--- src/crcfr_pkg.sv ---
// Shared types, constants and the CRC byte function of the CRC-16 frame receiver.
package crcfr_pkg;

  // Frame header bytes.
  localparam logic [7:0] HDR_FIRST  = 8'hAA;
  localparam logic [7:0] HDR_SECOND = 8'h55;

  // CRC-16 settings: polynomial 0x8005, MSB first, no reflection, no final xor.
  localparam logic [15:0] CRC_INIT = 16'hFFFF;
  localparam logic [15:0] CRC_POLY = 16'h8005;

  // Width of the pulse period quotient and of the divider step counter.
  localparam int unsigned QUO_W     = 16;
  localparam int unsigned DIV_CNT_W = 4;

  // Saturated pulse period for a zero magnitude.
  localparam logic [QUO_W-1:0] PERIOD_SAT = 16'hFFFF;

  // Configuration register indexes.
  localparam int unsigned CFG_IDX_W  = 1;
  localparam int unsigned CFG_DATA_W = 16;
  localparam logic [CFG_IDX_W-1:0] CFG_SPEED_NUMERATOR = 1'b0;
  localparam logic [CFG_IDX_W-1:0] CFG_SPEED_CODE      = 1'b1;

  // Frame status codes.
  localparam logic [1:0] STATUS_OK      = 2'd0;
  localparam logic [1:0] STATUS_CRC_ERR = 2'd1;
  localparam logic [1:0] STATUS_UNKNOWN = 2'd2;

  // One completed frame as handed from the parser to the result stage.
  typedef struct packed {
    logic [1:0]  status;
    logic [7:0]  command;
    logic [31:0] parameter_val;
    logic [15:0] rx_crc;
    logic [15:0] calc_crc;
  } frame_rec_t;

  // Advance the CRC over one byte, eight shift steps.
  function automatic logic [15:0] crc_byte(input logic [15:0] crc_in, input logic [7:0] b);
    logic [15:0] c;
    c = crc_in ^ {b, 8'h00};
    for (int k = 0; k < 8; k++) begin
      if (c[15]) begin
        c = {c[14:0], 1'b0} ^ CRC_POLY;
      end else begin
        c = {c[14:0], 1'b0};
      end
    end
    return c;
  endfunction

endpackage

--- src/crc16_frame_receiver_unit.sv ---
// Top level of the CRC-16 checked serial frame receiver.
//
// Received bytes enter on the in channel (valid/ready, rx_byte_i), one per
// cycle. A parser hunts for the header 0xAA 0x55, collects the command, four
// little-endian parameter bytes and a CRC sent low byte first, and checks the
// CRC-16 over the first seven bytes. Each completed frame is placed in a short
// queue; the result stage pops it, forms the magnitude and divides the speed
// numerator by it, one quotient bit per cycle, then holds one item on the out
// channel until it is taken.
// A bad, unknown or zero-parameter frame goes from the queue straight to the
// out register; a speed frame first passes through the 16-step divider, and
// the result stage takes no new frame until the last one has been taken.
// Bytes are taken every cycle except that the last byte of a
// frame waits while the queue is full, so a stalled receiver holds the input
// only at frame ends.
// Reset clears the parser to hunting, empties the queue and restores the
// configuration defaults (numerator 37500, speed command 1).
module crc16_frame_receiver_unit #(
  parameter int unsigned QUEUE_DEPTH = 2
) (
  input  logic                            clk_i,
  input  logic                            rst_ni,
  input  logic                            cfg_we_i,
  input  logic [crcfr_pkg::CFG_IDX_W-1:0]  cfg_index_i,
  input  logic [crcfr_pkg::CFG_DATA_W-1:0] cfg_wdata_i,
  input  logic                            in_valid_i,
  output logic                            in_ready_o,
  input  logic [7:0]                      rx_byte_i,
  output logic                            out_valid_o,
  input  logic                            out_ready_i,
  output logic [1:0]                      frame_status_o,
  output logic [7:0]                      command_o,
  output logic signed [31:0]              parameter_res_o,
  output logic                            reverse_o,
  output logic [31:0]                     magnitude_o,
  output logic [15:0]                     pulse_period_o,
  output logic                            divide_by_zero_o,
  output logic [15:0]                     received_crc_o,
  output logic [15:0]                     computed_crc_o
);
  import crcfr_pkg::*;

  logic [15:0] speed_numerator_q;
  logic [7:0]  speed_code_q;

  logic        push_valid;
  logic        push_ready;
  frame_rec_t  push_rec;
  logic        pop_valid;
  logic        pop_ready;
  frame_rec_t  pop_rec;

  // Configuration registers.
  always_ff @(posedge clk_i or negedge rst_ni) begin
    if (!rst_ni) begin
      speed_numerator_q <= 16'd37500;
      speed_code_q      <= 8'h01;
    end else if (cfg_we_i) begin
      case (cfg_index_i)
        CFG_SPEED_NUMERATOR: speed_numerator_q <= cfg_wdata_i;
        CFG_SPEED_CODE:      speed_code_q      <= cfg_wdata_i[7:0];
        default: ;
      endcase
    end
  end

  crcfr_front u_front (
    .clk_i        (clk_i),
    .rst_ni       (rst_ni),
    .in_valid_i   (in_valid_i),
    .in_ready_o   (in_ready_o),
    .rx_byte_i    (rx_byte_i),
    .speed_code_i (speed_code_q),
    .push_valid_o (push_valid),
    .push_ready_i (push_ready),
    .push_rec_o   (push_rec)
  );

  crcfr_queue #(
    .DEPTH (QUEUE_DEPTH)
  ) u_queue (
    .clk_i        (clk_i),
    .rst_ni       (rst_ni),
    .push_valid_i (push_valid),
    .push_ready_o (push_ready),
    .push_rec_i   (push_rec),
    .pop_valid_o  (pop_valid),
    .pop_ready_i  (pop_ready),
    .pop_rec_o    (pop_rec)
  );

  crcfr_back u_back (
    .clk_i             (clk_i),
    .rst_ni            (rst_ni),
    .pop_valid_i       (pop_valid),
    .pop_ready_o       (pop_ready),
    .pop_rec_i         (pop_rec),
    .speed_numerator_i (speed_numerator_q),
    .out_valid_o       (out_valid_o),
    .out_ready_i       (out_ready_i),
    .frame_status_o    (frame_status_o),
    .command_o         (command_o),
    .parameter_res_o   (parameter_res_o),
    .reverse_o         (reverse_o),
    .magnitude_o       (magnitude_o),
    .pulse_period_o    (pulse_period_o),
    .divide_by_zero_o  (divide_by_zero_o),
    .received_crc_o    (received_crc_o),
    .computed_crc_o    (computed_crc_o)
  );

endmodule

--- src/crcfr_front.sv ---
// Byte parser: header hunt, field capture, CRC accumulation and frame classification.
module crcfr_front (
  input  logic                 clk_i,
  input  logic                 rst_ni,
  input  logic                 in_valid_i,
  output logic                 in_ready_o,
  input  logic [7:0]           rx_byte_i,
  input  logic [7:0]           speed_code_i,
  output logic                 push_valid_o,
  input  logic                 push_ready_i,
  output crcfr_pkg::frame_rec_t push_rec_o
);
  import crcfr_pkg::*;

  typedef enum logic [3:0] {
    PH_HUNT, PH_HDR2, PH_CMD, PH_P0, PH_P1, PH_P2, PH_P3, PH_CRCL, PH_CRCH
  } phase_e;

  phase_e      phase_q;
  logic [15:0] crc_q;
  logic [7:0]  cmd_q;
  logic [31:0] param_q;
  logic [7:0]  crcl_q;
  logic        accept;
  logic [15:0] rx_crc;

  // The last CRC byte is only taken when the queue has room for the frame.
  assign in_ready_o   = (phase_q != PH_CRCH) || push_ready_i;
  assign push_valid_o = in_valid_i && (phase_q == PH_CRCH);
  assign accept       = in_valid_i && in_ready_o;

  // Classify the frame as its final byte arrives.
  assign rx_crc = {rx_byte_i, crcl_q};
  always_comb begin
    push_rec_o.command       = cmd_q;
    push_rec_o.parameter_val = param_q;
    push_rec_o.rx_crc        = rx_crc;
    push_rec_o.calc_crc      = crc_q;
    if (rx_crc != crc_q) begin
      push_rec_o.status = STATUS_CRC_ERR;
    end else if (cmd_q == speed_code_i) begin
      push_rec_o.status = STATUS_OK;
    end else begin
      push_rec_o.status = STATUS_UNKNOWN;
    end
  end

  // Frame phase sequencer with the captured fields.
  always_ff @(posedge clk_i or negedge rst_ni) begin
    if (!rst_ni) begin
      phase_q <= PH_HUNT;
      crc_q   <= CRC_INIT;
      cmd_q   <= '0;
      param_q <= '0;
      crcl_q  <= '0;
    end else if (accept) begin
      unique case (phase_q)
        PH_HDR2: begin
          if (rx_byte_i == HDR_SECOND) begin
            crc_q   <= crc_byte(crc_q, rx_byte_i);
            phase_q <= PH_CMD;
          end else begin
            phase_q <= PH_HUNT;
          end
        end
        PH_CMD: begin
          cmd_q   <= rx_byte_i;
          crc_q   <= crc_byte(crc_q, rx_byte_i);
          phase_q <= PH_P0;
        end
        PH_P0, PH_P1, PH_P2, PH_P3: begin
          // Little-endian: each byte enters at the top and moves down.
          param_q <= {rx_byte_i, param_q[31:8]};
          crc_q   <= crc_byte(crc_q, rx_byte_i);
          phase_q <= (phase_q == PH_P3) ? PH_CRCL : phase_e'(phase_q + 4'd1);
        end
        PH_CRCL: begin
          crcl_q  <= rx_byte_i;
          phase_q <= PH_CRCH;
        end
        PH_CRCH: begin
          phase_q <= PH_HUNT;
        end
        default: begin
          // Hunting; the CRC restarts from the first header byte.
          if (rx_byte_i == HDR_FIRST) begin
            crc_q   <= crc_byte(CRC_INIT, HDR_FIRST);
            phase_q <= PH_HDR2;
          end else begin
            phase_q <= PH_HUNT;
          end
        end
      endcase
    end
  end

endmodule

--- src/crcfr_queue.sv ---
// Short frame queue between the parser and the result stage.
module crcfr_queue #(
  parameter int unsigned DEPTH = 2
) (
  input  logic                  clk_i,
  input  logic                  rst_ni,
  input  logic                  push_valid_i,
  output logic                  push_ready_o,
  input  crcfr_pkg::frame_rec_t push_rec_i,
  output logic                  pop_valid_o,
  input  logic                  pop_ready_i,
  output crcfr_pkg::frame_rec_t pop_rec_o
);
  import crcfr_pkg::*;

  localparam int unsigned AW = (DEPTH > 1) ? $clog2(DEPTH) : 1;
  localparam int unsigned CW = $clog2(DEPTH + 1);

  frame_rec_t     mem_q [DEPTH];
  logic [AW-1:0]  wr_ptr_q;
  logic [AW-1:0]  rd_ptr_q;
  logic [CW-1:0]  count_q;
  logic           do_push;
  logic           do_pop;

  assign push_ready_o = (count_q != CW'(DEPTH));
  assign pop_valid_o  = (count_q != '0);
  assign do_push      = push_valid_i && push_ready_o;
  assign do_pop       = pop_valid_o && pop_ready_i;
  assign pop_rec_o    = mem_q[rd_ptr_q];

  // Storage; entries are only read after they are written.
  always_ff @(posedge clk_i) begin
    if (do_push) begin
      mem_q[wr_ptr_q] <= push_rec_i;
    end
  end

  // Pointers and fill count.
  always_ff @(posedge clk_i or negedge rst_ni) begin
    if (!rst_ni) begin
      wr_ptr_q <= '0;
      rd_ptr_q <= '0;
      count_q  <= '0;
    end else begin
      if (do_push) begin
        wr_ptr_q <= (wr_ptr_q == AW'(DEPTH - 1)) ? '0 : wr_ptr_q + AW'(1);
      end
      if (do_pop) begin
        rd_ptr_q <= (rd_ptr_q == AW'(DEPTH - 1)) ? '0 : rd_ptr_q + AW'(1);
      end
      if (do_push && !do_pop) begin
        count_q <= count_q + CW'(1);
      end else if (do_pop && !do_push) begin
        count_q <= count_q - CW'(1);
      end
    end
  end

endmodule

--- src/crcfr_back.sv ---
// Result stage: magnitude, bit-serial pulse period division and the output register.
module crcfr_back (
  input  logic                  clk_i,
  input  logic                  rst_ni,
  input  logic                  pop_valid_i,
  output logic                  pop_ready_o,
  input  crcfr_pkg::frame_rec_t pop_rec_i,
  input  logic [15:0]           speed_numerator_i,
  output logic                  out_valid_o,
  input  logic                  out_ready_i,
  output logic [1:0]            frame_status_o,
  output logic [7:0]            command_o,
  output logic signed [31:0]    parameter_res_o,
  output logic                  reverse_o,
  output logic [31:0]           magnitude_o,
  output logic [15:0]           pulse_period_o,
  output logic                  divide_by_zero_o,
  output logic [15:0]           received_crc_o,
  output logic [15:0]           computed_crc_o
);
  import crcfr_pkg::*;

  typedef enum logic [1:0] {ST_IDLE, ST_DIV, ST_OUT} state_e;

  state_e               state_q;
  logic [DIV_CNT_W-1:0] cnt_q;
  logic [QUO_W-1:0]     rem_q;
  logic [QUO_W-1:0]     quo_q;
  logic [1:0]           status_q;
  logic [7:0]           cmd_q;
  logic [31:0]          param_q;
  logic                 rev_q;
  logic [31:0]          mag_q;
  logic                 zero_q;
  logic [15:0]          rxcrc_q;
  logic [15:0]          calc_q;

  logic                 is_neg;
  logic [31:0]          mag_in;
  logic [QUO_W:0]       trial;
  logic                 fits;

  assign pop_ready_o = (state_q == ST_IDLE);

  // Absolute value of the incoming parameter.
  assign is_neg = pop_rec_i.parameter_val[31];
  assign mag_in = is_neg ? (~pop_rec_i.parameter_val + 32'd1) : pop_rec_i.parameter_val;

  // One restoring division step: the partial remainder never exceeds the numerator.
  assign trial = {rem_q, quo_q[QUO_W-1]};
  assign fits  = ({15'd0, trial} >= mag_q);

  // Sequencer with the result registers.
  always_ff @(posedge clk_i or negedge rst_ni) begin
    if (!rst_ni) begin
      state_q  <= ST_IDLE;
      cnt_q    <= '0;
      rem_q    <= '0;
      quo_q    <= '0;
      status_q <= '0;
      cmd_q    <= '0;
      param_q  <= '0;
      rev_q    <= 1'b0;
      mag_q    <= '0;
      zero_q   <= 1'b0;
      rxcrc_q  <= '0;
      calc_q   <= '0;
    end else begin
      unique case (state_q)
        ST_IDLE: begin
          if (pop_valid_i) begin
            status_q <= pop_rec_i.status;
            cmd_q    <= pop_rec_i.command;
            param_q  <= pop_rec_i.parameter_val;
            rxcrc_q  <= pop_rec_i.rx_crc;
            calc_q   <= pop_rec_i.calc_crc;
            rem_q    <= '0;
            cnt_q    <= '0;
            if (pop_rec_i.status != STATUS_OK) begin
              // Speed fields stay zero outside a good speed frame.
              rev_q   <= 1'b0;
              mag_q   <= '0;
              zero_q  <= 1'b0;
              quo_q   <= '0;
              state_q <= ST_OUT;
            end else if (mag_in == '0) begin
              rev_q   <= 1'b0;
              mag_q   <= '0;
              zero_q  <= 1'b1;
              quo_q   <= PERIOD_SAT;
              state_q <= ST_OUT;
            end else begin
              rev_q   <= is_neg;
              mag_q   <= mag_in;
              zero_q  <= 1'b0;
              quo_q   <= speed_numerator_i;
              state_q <= ST_DIV;
            end
          end
        end
        ST_DIV: begin
          // Numerator bits leave the top of quo_q as quotient bits enter below.
          if (fits) begin
            rem_q <= trial[QUO_W-1:0] - mag_q[QUO_W-1:0];
          end else begin
            rem_q <= trial[QUO_W-1:0];
          end
          quo_q <= {quo_q[QUO_W-2:0], fits};
          cnt_q <= cnt_q + DIV_CNT_W'(1);
          if (cnt_q == DIV_CNT_W'(QUO_W - 1)) begin
            state_q <= ST_OUT;
          end
        end
        ST_OUT: begin
          if (out_ready_i) begin
            state_q <= ST_IDLE;
          end
        end
        default: begin
          state_q <= ST_IDLE;
        end
      endcase
    end
  end

  assign out_valid_o      = (state_q == ST_OUT);
  assign frame_status_o   = status_q;
  assign command_o        = cmd_q;
  assign parameter_res_o  = param_q;
  assign reverse_o        = rev_q;
  assign magnitude_o      = mag_q;
  assign pulse_period_o   = quo_q;
  assign divide_by_zero_o = zero_q;
  assign received_crc_o   = rxcrc_q;
  assign computed_crc_o   = calc_q;

endmodule

--- config.mk ---
export PLATFORM = sky130hd
export DESIGN_NAME = crc16_frame_receiver_unit
export DESIGN_NICKNAME = d
export VERILOG_FILES = /design/src/crcfr_pkg.sv /design/src/crc16_frame_receiver_unit.sv /design/src/crcfr_front.sv /design/src/crcfr_queue.sv /design/src/crcfr_back.sv
export SDC_FILE = /design/constraint.sdc
export NUM_CORES = 1
export LEC_CHECK = 0
export BUFFER_PORTS_ARGS = -buffer_cell sky130_fd_sc_hd__buf_2
export CAP_MARGIN = 20
export CORE_MARGIN = 5
export CORE_UTILIZATION = 25
export CTS_CLUSTER_DIAMETER = 30
export DETAILED_ROUTE_END_ITERATION = 8
export PLACE_DENSITY = 0.47
export SETUP_SLACK_MARGIN = 0.1
export SYNTH_ARGS = -nofsm -noshare
export SYNTH_HDL_FRONTEND = slang
export SYNTH_HIERARCHICAL = 1
export SYNTH_SLANG_ARGS = --single-unit
--- constraint.sdc ---
create_clock -name clk_i -period 5.31 [get_ports clk_i]
set_input_delay 0.531 -clock clk_i [delete_from_list [all_inputs] [get_ports clk_i]]
set_output_delay 0.531 -clock clk_i [all_outputs]
set_load 0.02 [all_outputs]
# --- After elaboration in Yosys (flattened, before gate mapping) ---
# Memory sizes are Yosys's and may differ from the RTL's.
# Cells that the tools add are included.
totals:
  register_bits: 242
  ramBits: 148
  output_inout_bits: 126
  n_memories: 1
memory_table:
  columns: ["memory", "depth", "width", "read_ports", "rd_clocked_by_memory_dff", "wr", "line_no", "source"]
  rows:
  - ["u_queue.mem_q", 2, 74, 1, 0, 1, "crcfr_queue.sv:19", "frame_rec_t mem_q [DEPTH];"]
classes:
  n_addsub: 8
  n_lt_le_gt_ge: 1
  eq_ne: 21
  mux: 108
  bitwise: 26
  reduce_logical: 27
ops:
  columns: ["cell", "n"]
  rows:
  - ["2-to-1 mux 16 bit", 78]
  - ["2-to-1 mux 32 bit", 3]
  - ["inverter 3 bit", 22]
  - ["one-hot mux 16 bit (2 select lines)", 2]
  - ["one-hot mux 16 bit (4 select lines)", 1]
  - ["adder 32 x 1 -> 32 bit, second input constant", 1]
  - [">= comparator 17 x 32 -> 1 bit", 1]
  - ["logical NOT 32 bit", 1]
  - ["inverter 32 bit", 1]
  - ["2-to-1 mux 2 bit", 10]
  - ["one-hot mux 4 bit (5 select lines)", 1]
  - ["equality test 4 x 3 -> 1 bit, second input constant", 4]
  - ["inequality test 16 bit", 1]
  - ["subtractor 16 bit", 1]
  - ["XOR 16 bit", 1]
  - ["AND reduction 2 bit", 7]
  - ["2-to-1 mux 1 bit", 9]
  - ["adder 4 x 1 -> 4 bit, second input constant", 2]
  - ["equality test 4 x 2 -> 1 bit, second input constant", 2]
  - ["equality test 4 bit, second input constant", 2]
  - ["equality test 8 x 7 -> 1 bit, second input constant", 1]
  - ["equality test 8 bit", 1]
  - ["equality test 8 bit, second input constant", 1]
  - ["2-to-1 mux 4 bit", 2]
  - ["22 further kinds", 36]

# --- Longest topological paths before layout ---
# Gate-level depths: netlist of the first run.
depth:
  ltp_word: 40
  ltp_mapped: 15

# --- By module ---
# Netlist of the first run, hierarchy kept.
modules_own_cells:
  columns: ["mod", "instances", "cells_each", "area_each_um2", "seq_area_each_um2"]
  rows:
  - ["crcfr_back", 1, 955, 7963.9, 3653.5]
  - ["crcfr_queue", 1, 248, 5736.8, 4544.4]
  - ["crcfr_front", 1, 254, 3331.9, 1721.7]
  - ["crc16_frame_receiver_unit", 1, 52, 955.9, 611.8]

# --- Least setup slack after synthesis of the first run ---
# Ideal clock, no wire load.
synth_timing:
  kind: "register -> register"
  from: "reg u_front.phase_q[0]"
  to: "mem u_queue/mem_q[0][0] in the netlist's numbering, enable pin"
  t_arrival_ns: 4.094
  t_required_ns: 4.803
  slack_ns: 0.709
  path_stages_with_launch: 7
  path_buffers: 0
  synth_period_minus_slack_ns: 4.601
  path_cell_list: "dfrtp_1 > inv_1 > ha_1 > nand3b_1 > nor2_1 > nand2_1 > nor2_1"
synth_between:
  elab_chain_cells: 5
synth_rtl:
  columns: ["element", "line_no", "source"]
  rows:
  - ["from (decl)", "crcfr_front.sv:19", "phase_e phase_q;"]
  - ["from (signal assigned)", "crcfr_front.sv:75", "phase_q <= (phase_q == PH_P3) ? PH_CRCL : phase_e'(phase_q + 4'd1);"]
  - ["equality test 4 bit", "crcfr_front.sv:29", "assign push_valid_o = in_valid_i && (phase_q == PH_CRCH);"]
  - ["logical AND 1 bit", "crcfr_front.sv:29", null]
  - ["via push_valid", "crc16_frame_receiver_unit.sv:46", "logic push_valid;"]
  - ["logical AND 1 bit", "crcfr_queue.sv:28", "assign do_push = push_valid_i && push_ready_o;"]
  - ["2-to-1 mux 1 bit", "crcfr_queue.sv:34", "if (do_push) begin"]
  - ["2-to-1 mux 1 bit (not written as such)", "crcfr_queue.sv:35", "mem_q[wr_ptr_q] <= push_rec_i;"]
  - ["to (decl)", "crcfr_queue.sv:19", null]
# The timed path passes the listed nets, and every way through them passes these cells.

==> reports/summary.txt, run 1 <==
Worst r2r src -> u_queue/rd_ptr_q
Initial Util -> 0.252
Crit Path Class -> flop to flop
Tightest Hold Check Type -> input port to flop
CTS clk-pin slew, worst paths -> 0.05 ns
Final min period -> 4.36 ns
Final worst-path cycle share -> 0.822
Hold Slack -> 0.125 ns
Via/cell ratio -> 4.53
Gr usage total -> 0.132
Worst R2R Setup Slack -> 0.95 ns
Top area cells in the synthesized netlist -> dfrtp_1 30%, edfxtp_1 25%, nand2_1 6.4%
Headroom to the max-slew limit -> 0.285
Max Fclk -> 229 MHz
Residual DRC -> 0
Skew-Pair Late Insertion Delay -> 0.64 ns
Hold buffers post-CTS -> 1
Crit-path leading delay family -> simple AND/OR/NAND/NOR gates
Min-Delay Path Depth -> 2
DP Worst Slack -> 1.02 ns
WL/cell -> 19.2 µm
List of most frequent post-synthesis cells -> 306 x nand2_1, 217 x dfrtp_1, 148 x edfxtp_1
Top FF cell, synth -> dfrtp_1
Clock sinks -> 390
Least-Margin Pin Slew -> 1.07 ns
RSZ-0062 raised after global routing -> no
Die area -> 77400 µm²
First-pass GRT wire length -> 80.6 mm
Final setup violation count -> 0
Unique masters post-synth -> 76
Area Growth Syn to Fin -> 28.3%
Die H -> 278 µm
Maximum vdd drop -> 0.000307 V
Ys Warns -> 6
Hold wc startpoint -> cfg_wdata_i[10]
Initial DRC count -> 606
H-tree levels -> 3
Initial antenna violation count -> 2
Number of global-route vias before repair -> 13067
Largest stage delay on the critical path -> 0.67 ns
CP max FO -> 23
Reg-to-Reg End -> u_back/reverse_o
Worst path required time -> 5.80 ns
Clock Path Buffers -> 3
Max-Cap Viols -> 0
Setup bufs post-CTS -> 0
Nets -> 1750
Port Buffers -> 155
CP bufs+invs -> 1
Worst Hold End -> speed_numerator_q[10]
R2R depth -> 11
Post-CTS resize count -> 0
CP max stage cell -> dfrtp_4
Setup TNS -> 0 ns
#FFs+latches synth -> 390
WP data arrival -> 4.85 ns
Num CTS Buffers -> 97
Largest net degree at the start of global routing -> 121
Clk_skew -> 0.0448 ns
Clock Tree Root -> clkbuf_16
Placer Congestion -> 0.842
Slew Viols, Final -> 0
Status -> complete, no violations
Async set-reset flop share out of synthesis -> 0.621
CORE AREA -> 71500 µm²
Area of the mapped netlist -> 18000 µm²
Number of routed nets with antenna violations -> 0
Worst Setup Slack, final -> 0.946 ns
Synth Instances -> 1509
Top cell type's share of synthesized area -> 0.302
Final WL -> 52.2 mm
Post-synth EDFFs -> 148
Boundary Pins -> 156
Area leader, netlist -> dfrtp_1
Row count -> 98
Grt ovf -> 0
Worst Setup End Kind -> flop
Leak Pwr -> 10.2 nW
DRT Pass-1 Iters -> 5
Sequence of cells on the critical path -> mux2_4 > inv_1 > ha_1 > nor4b_2 > nand3_1 > or3_1 > nor3_1 > a21oi_1 > o22a_1 > or4_4 > a32o_1
Worst Setup Start Kind -> flop
Mapped Avg Cell Area -> 11.9 µm²
Routed via count -> 12366
Register area share after synthesis -> 0.585
Final HPWL DP -> 35.5 mm
PD cells -> 597 nW/µm²
Fraction of layout cells with a size suffix above 1 -> 0.305
Final Hold Viols -> 0
Syn Nets -> 1567
Fillers -> 7217
Count leader, synth -> nand2_1
Die X -> 278 µm
CTS tree -> yes
==> where the power goes <==
group	switching, mW	internal, mW
registers	0.346	3.61
clock network	1.99	3.94
logic	2.48	1.42
==> area by class of cell <==
| cell class | instances | area (µm²) | share of cell area |
|---|---|---|---|
| multi-input cells | 994 | 6870 | 0.298 |
| flip-flops and latches | 390 | 10500 | 0.457 |
| clock inverters | 71 | 860 | 0.0373 |
| clock buffers | 111 | 2540 | 0.110 |
| inverters | 35 | 131 | 0.00569 |
| diodes | 2 | 5.00 | 0.000217 |
| well taps | 950 | 1190 | 0.0515 |
| repair buffers | 174 | 941 | 0.0408 |
==> worst reg2reg max path: stages (launching register included) <==
cell     delay [ns]
dfrtp_4        0.67
mux2_4         0.39
inv_1          0.10
ha_1           0.27
nor4b_2        0.42
nand3_1        0.30
or3_1          0.57
nor3_1         0.31
a21oi_1        0.12
o22a_1         0.24
or4_4          0.57
a32o_1         0.27
==> stage by stage <==
stage               total power [mW]  area [µm²]   util  cells
floorplan                       6.76       18000      -   1509
global placement                7.95       19700  0.275   2541
detailed placement              7.97       19700  0.275   2541
CTS                             14.0       23100  0.323   2724
global route                    14.6       23100  0.323   2725
finish                          13.8       23100  0.323   2727
==> registers in the layout (all words and copies together) (netlist names), 4 cells and up <==
name and flops:
u_front/phase_q 4, u_front/cmd_q 8, u_back/command_o 8, u_back/cnt_q 4
u_back/magnitude_o 32, u_front/crc_q 16, u_back/rem_q 16, u_queue/mem_q 148
speed_code_q 8, u_front/crcl_q 8, u_back/received_crc_o 16, u_back/parameter_res_o 32
u_back/computed_crc_o 16, u_back/pulse_period_o 16, speed_numerator_q 16, u_front/param_q 32
==> per-layer routing <==
layer,part of all wire,routed length [µm],track usage
met5,0,0,0
met4,0.026,1370,0.0416
met3,0.047,2430,0.0310
met2,0.48,25100,0.216
met1,0.45,23400,0.174
==> how the worst max path moves through the flow <==
stage / from / end / slack, ns / depth (start not counted)
4_1_cts: u_queue/rd_ptr_q / u_back/reverse_o / 0.97 / 11
5_1_grt: u_queue/rd_ptr_q / u_back/reverse_o / 0.70 / 11
3_5_place_dp: u_queue/rd_ptr_q / u_back/reverse_o / 1.02 / 11
2_1_floorplan: u_front/phase_q[0] / u_queue/mem_q[0][0] / 0.71 / 6
6_report: u_queue/rd_ptr_q / u_back/reverse_o / 0.95 / 11
3_3_place_gp: u_queue/rd_ptr_q / u_back/reverse_o / 1.03 / 11
==> placed cells by master, fill, tap and decap left out, types with 8 or more instances in the layout <==
cell type,netlist,final
nand2_1,306,305
dfrtp_1,217,216
buf_2,8,154
edfxtp_1,148,148
clkbuf_16,0,97
mux2_2,86,86
mux2_4,60,60
o21ai_0,59,59
nand3_1,57,57
xor2_1,45,45
nor2_1,41,40
inv_1,35,35
xnor2_1,34,34
a21oi_1,28,28
ha_1,27,27
dfstp_2,25,25
nor3_1,23,23
o22ai_1,20,20
nor4_1,19,19
buf_4,8,16
o22a_1,16,16
nand4_1,15,15
clkinvlp_4,0,14
o31a_1,14,14
inv_6,0,13
clkinv_2,0,13
a31oi_1,12,12
o31ai_1,11,11
mux2i_1,11,11
bufinv_16,0,9
nor2b_1,12,9
clkinv_4,0,8
clkbuf_1,55,8
a211oi_1,8,8
==> cells by family after synthesis <==
logic type	after synthesis	synth area share
simple gates	516	0.130
fa+ha+maj	28	0.0199
xor+xnor	81	0.0410
mux	157	0.110
buf+inv	125	0.0340
compound gates	212	0.0801
flops	390	0.585
(Power assumes the default switching activity.)
==> run 2: changes to the inputs <==
PLACE_DENSITY = 0.48   (was 0.47)
clock period = 4 ns   (was 5.31 ns; I/O delays follow)
==> run 2 against run 1 <==
  * Worst setup slack worse by 0.75 ns
  * Sequential share of layout area decreased by 1.6 points
  * Critical path depth fell by 1
  * Worst hold slack lost 0.083 ns
  * Final area rose by 3.5%
  * Combinational power up 38%
  * Via count rose by 1.8%
  * Non-clock buffer count is 49 higher
  * Final cell count is 2.1% higher
  * Routed wire length decreased by 1.1%
  * Clock-buffer cell count is 18 higher
  * Register-to-register slack worse by 0.75 ns
==> reports/summary.txt, run 2 (synthesis gave the netlist of run 1 again) <==
R2R depth -> 10
Worst R2R Setup Slack -> 0.20 ns
Clock Path Buffers -> 3
DRT Pass-1 Iters -> 5
WP data arrival -> 4.30 ns
Gr usage total -> 0.130
Least-Margin Pin Slew -> 1.07 ns
Non-Filler Instances -> 2783
Max reg flops -> 148
Worst Setup Slack, final -> 0.201 ns
Grt ovf -> 0
Clock Tree Root -> clkbuf_16
PD cells -> 797 nW/µm²
Worst r2r src -> u_queue/rd_ptr_q
P_sw -> 6.32 mW
Tightest Hold Check Type -> input port to flop
Most frequent cells in the layout -> 305 x nand2_1, 216 x dfrtp_1, 154 x buf_2
Final instance area -> 23900 µm²
Largest reg by FF count -> u_queue/mem_q
Largest net degree at the start of global routing -> 107
CTS tree -> yes
Via/cell ratio -> 4.52
CTS clk-pin slew, worst paths -> 0.05 ns
Row count -> 98
CORE AREA -> 71500 µm²
Commonest non-fill, non-tap cell in the layout -> nand2_1
Status -> complete, no violations
Area Growth Syn to Fin -> 32.8%
Boundary Pins -> 156
Worst Setup End Kind -> flop
Final min period -> 3.80 ns
Crit Path Class -> flop to flop
Skew-Pair Late Insertion Delay -> 0.64 ns
Flop pwr share -> 0.273
Final WL -> 51.6 mm
Die H -> 278 µm
Initial Util -> 0.252
Number of routed nets with antenna violations -> 0
Worst path required time -> 4.50 ns
Placed insts -> 2576
Die area -> 77400 µm²
Clk_skew -> 0.0319 ns
CP max FO -> 8
H-tree levels -> 3
Number of global-route vias before repair -> 13139
Nets -> 1802
Sw frac -> 0.332
WL/cell -> 18.6 µm
Headroom to the max-slew limit -> 0.284
Initial DRC count -> 798
RSZ-0062 raised after global routing -> no
Reg-to-Reg End -> u_back/reverse_o
Initial antenna violation count -> 2
Min-Delay Path Depth -> 2
Leak Pwr -> 10.5 nW
Placer Congestion -> 0.895
Residual DRC -> 0
Final setup violation count -> 0
Maximum vdd drop -> 0.000364 V
Num CTS Buffers -> 100
Routed via count -> 12593
First-pass GRT wire length -> 79.8 mm
Fraction of layout cells with a size suffix above 1 -> 0.322
Clock sinks -> 390
Slew Viols, Final -> 0
Placed Area -> 20000 µm²
Worst Setup SP -> u_queue/rd_ptr_q
Worst Setup Start Kind -> flop
Power share of the combinational group -> 0.281
Final Hold Viols -> 0
Final HPWL DP -> 35.3 mm
DP Worst Slack -> 0.0583 ns
Setup TNS -> 0 ns
Max Fclk -> 263 MHz
Final worst-path cycle share -> 0.950
Die X -> 278 µm
Port Buffers -> 155
Hold wc startpoint -> cfg_wdata_i[6]
Internal -> 12.7 mW
Max-Cap Viols -> 0
Clk network pwr share -> 0.446
Worst Hold End -> speed_numerator_q[6]
## run 2: cell count changes in the layout (fill, tap and decap cells not counted), sizes merged, moves of 7 or more
cell | before | now
bufinv | 9 | 16
inv | 52 | 36
dlygate4sd3 | 1 | 13
clkbuf | 112 | 129
buf | 172 | 210
## run 2: layout make-up
| type | instances | area, µm² |
|---|---|---|
| antenna | 2 | 5.00 |
| clock buffer | 129 | 2770 |
| clock inverter | 60 | 907 |
| fill | 7184 | 47600 |
| inverter | 35 | 131 |
| multi-input combinational | 994 | 6930 |
| sequential | 390 | 10500 |
| tap | 950 | 1190 |
| timing repair buffer | 223 | 1420 |
## run 2: layer usage
layer | track usage | up-vias | part of all wire
li1 | - | 5889 | -
met1 | 0.174 | 6282 | 0.46
met2 | 0.210 | 339 | 0.47
met3 | 0.0292 | 83 | 0.049
met4 | 0.0407 | 0 | 0.021
met5 | 0 | - | 0
## run 2: power by group through the flow
stage | Combinational, mW | Sequential (mW) | Clock [mW]
6_report | 5.36 | 5.20 | 8.49
4_1_cts | 5.43 | 5.22 | 8.67
3_5_place_dp | 5.30 | 5.31 | 0
5_1_grt | 5.91 | 5.29 | 8.90
2_1_floorplan | 3.29 | 5.69 | 0
3_3_place_gp | 5.30 | 5.29 | 0
## run 2: critical path, stage by stage (launching register included)
cell       delay, ns
dfrtp_4         0.48
buf_4           0.19
mux2_4          0.38
or3_1           0.46
or3_4           0.42
or2_4           0.29
o31ai_1         0.23
a32o_2          0.21
o2111ai_2       0.14
or4_4           0.61
a32o_1          0.27
## run 2: worst max-delay path by stage
stage	endpoint	cells past startpoint	slack (ns)
after floorplan	u_back/reverse_o	14	0.18
after global placement	u_back/reverse_o	9	0.18
after detailed placement	u_back/reverse_o	9	0.06
after CTS	u_back/reverse_o	10	0.16
after global routing	u_back/state_q[0]	15	0.08
final	u_back/reverse_o	10	0.20
## run 2: timing repair
action | CTS | global route
gates cloned | 0 | 0
hold endpoints to repair | 109 | 0
resized for setup | 2 | 10
endpoints found under the setup margin | 2 | 16
setup buffers | 3 | 0
hold buffers | 13 | 0
## run 2: per-stage QoR
step / power [mW] / hold slack (ns) / utilization
3_5_place_dp: 10.6 / 0.456 / 0.279
5_1_grt: 20.1 / 0.00949 / 0.334
2_1_floorplan: 8.98 / 0.104 / -
6_report: 19.0 / 0.0417 / 0.334
4_1_cts: 19.3 / 0.00300 / 0.333
3_3_place_gp: 10.6 / 0.456 / 0.279
==> run 3: changes to the inputs <==
SETUP_SLACK_MARGIN = 0.5   (was 0.1)
==> run 3 against run 2 <==
  * Total power grew 1.3%
  * Clock skew shrank 0.0017 ns
  * Critical path type unchanged
  * Worst setup slack gained 0.090 ns
  * Flip-flop and latch count is the same
  * Clock-buffer cell count is the same
  * Largest power group unchanged
==> reports/summary.txt, run 3 (synthesis gave the netlist of run 1 again) <==
Status -> complete, no violations
Number of global-route vias before repair -> 13377
Largest stage delay on the critical path -> 0.61 ns
Routed via count -> 12699
CORE AREA -> 71500 µm²
R2R depth -> 10
Fraction of layout cells with a size suffix above 1 -> 0.339
Worst Setup Start Kind -> flop
Final worst-path cycle share -> 0.927
Power share of the combinational group -> 0.286
Largest reg by FF count -> u_queue/mem_q
Slew Viols, Final -> 0
Clk_skew -> 0.0302 ns
CP max stage cell -> or4_4
Setup TNS -> 0 ns
Clock Path Buffers -> 3
Largest net degree at the start of global routing -> 111
Tightest Hold Check Type -> input port to flop
Headroom to the max-slew limit -> 0.303
Max-Cap Viols -> 0
PD cells -> 801 nW/µm²
Final Hold Viols -> 0
Residual DRC -> 0
First-pass GRT wire length -> 80.7 mm
Crit Path Class -> flop to flop
CP bufs+invs -> 1
P_sw -> 6.38 mW
Num CTS Buffers -> 102
Die area -> 77400 µm²
Placer Congestion -> 0.864
Multi-input logic area -> 7050 µm²
RSZ-0062 raised after global routing -> yes
Commonest non-fill, non-tap cell in the layout -> nand2_1
WL/cell -> 18.8 µm
CP max FO -> 9
Clk network pwr share -> 0.444
Most frequent cells in the layout -> 304 x nand2_1, 216 x dfrtp_1, 154 x buf_2
CTS clk-pin slew, worst paths -> 0.04 ns
Final min period -> 3.71 ns
Crit-path leading delay family -> simple AND/OR/NAND/NOR gates
Leak Pwr -> 10.7 nW
H-tree levels -> 3
Maximum vdd drop -> 0.000372 V
Number of routed nets with antenna violations -> 0
Die X -> 278 µm
Sequence of cells on the critical path -> buf_12 > mux2_4 > or3_4 > o31ai_1 > xor2_1 > nand2_1 > a211oi_1 > nand4_1 > or4_4 > a32o_1
Max Fclk -> 270 MHz
Gr usage total -> 0.132
WP data arrival -> 4.21 ns
FF+latch area -> 10500 µm²
Die H -> 278 µm
Row count -> 98
Initial Util -> 0.252
Clock sinks -> 390
Skew-Pair Late Insertion Delay -> 0.63 ns
Worst path required time -> 4.50 ns
Max reg flops -> 148
Final WL -> 52.6 mm
Area Growth Syn to Fin -> 33.9%
CTS tree -> yes
Least-Margin Pin Slew -> 1.04 ns
Boundary Pins -> 156
Initial antenna violation count -> 3
Flop pwr share -> 0.270
Final setup violation count -> 0
Min-Delay Path Depth -> 2
CP Depth -> 10
Worst Setup End Kind -> flop
Final HPWL DP -> 36.1 mm
Clock Tree Root -> clkbuf_16
Internal -> 12.9 mW
Port Buffers -> 155
DRT Pass-1 Iters -> 5
Grt ovf -> 0
Nets -> 1814
Final Power -> 19.3 mW
Sw frac -> 0.331
Initial DRC count -> 656
Fillers -> 7133
Via/cell ratio -> 4.54
==> run 3: cell types whose count changed in the layout (fill, tap and decap cells not counted), moves of 3 or more <==
| cell | before | now |
|---|---|---|
| buf_4 | 46 | 58 |
| clkinv_1 | 3 | 7 |
| clkinv_16 | 5 | 1 |
| clkinv_2 | 13 | 19 |
| clkinvlp_4 | 13 | 9 |
| nor3_1 | 23 | 20 |
| nor3_2 | 1 | 4 |
| nor4_1 | 19 | 13 |
| nor4_2 | 0 | 6 |
==> run 3: metal layers <==
layer	GRT usage	vias to the layer above	part of all wire
met4	0.0410	2	0.022
met3	0.0314	90	0.048
met2	0.216	307	0.48
met1	0.174	6385	0.45
met5	0	-	0.00013
li1	-	5915	-
==> run 3: final cells by class <==
| cell class | count | area share |
|---|---|---|
| multi-input combinational | 994 | 0.293 |
| timing repair buffer | 233 | 0.0613 |
| inverter | 35 | 0.00556 |
| sequential | 390 | 0.437 |
| tap | 950 | 0.0494 |
| clock buffer | 129 | 0.116 |
| clock inverter | 65 | 0.0368 |
| antenna | 1 | 0.000104 |
==> run 3: power by group through the flow <==
stage	clock network [mW]	registers, mW	logic [mW]
2_1_floorplan	0	5.69	3.35
3_3_place_gp	0	5.31	5.32
3_5_place_dp	0	5.32	5.35
4_1_cts	8.76	5.22	5.58
5_1_grt	8.99	5.28	6.08
6_report	8.57	5.21	5.51
==> run 3: path summary, 6_finish.rpt <==
kind / startpoint / end / slack, ns
max: u_queue/rd_ptr_q / u_back/reverse_o / 0.29
min in group asynchronous: rst_ni / u_back/command_o[3] / 0.40
min: cfg_wdata_i[7] / speed_numerator_q[7] / 0.05
max reg2reg: u_queue/rd_ptr_q / u_back/reverse_o / 0.29
min reg2reg: u_back/parameter_res_o[26] / u_back/parameter_res_o[26] / 0.46
max in group asynchronous: rst_ni / speed_numerator_q[15] / 2.52
==> run 3: repair_timing <==
| item | 4_1_cts | 5_1_grt |
|---|---|---|
| resized for setup | 15 | 11 |
| buffers inserted | 16 | 4 |
| hold endpoints to repair | 109 | 0 |
| endpoints found under the setup margin | 21 | 20 |
| hold buffers | 11 | 0 |
| pin swaps | 12 | 11 |
==> run 3: per-stage QoR <==
stage          hold WS, ns  utilization  setup WS, ns  area (µm²)  cells
2_1_floorplan        0.104            -         0.416       18100   1509
3_5_place_dp         0.457        0.280        0.0901       20000   2571
6_report            0.0462        0.337         0.290       24100   2797
5_1_grt             0.0156        0.337         0.175       24100   2796
3_3_place_gp         0.456        0.280         0.163       20000   2571
4_1_cts            0.00720        0.336         0.348       24000   2792
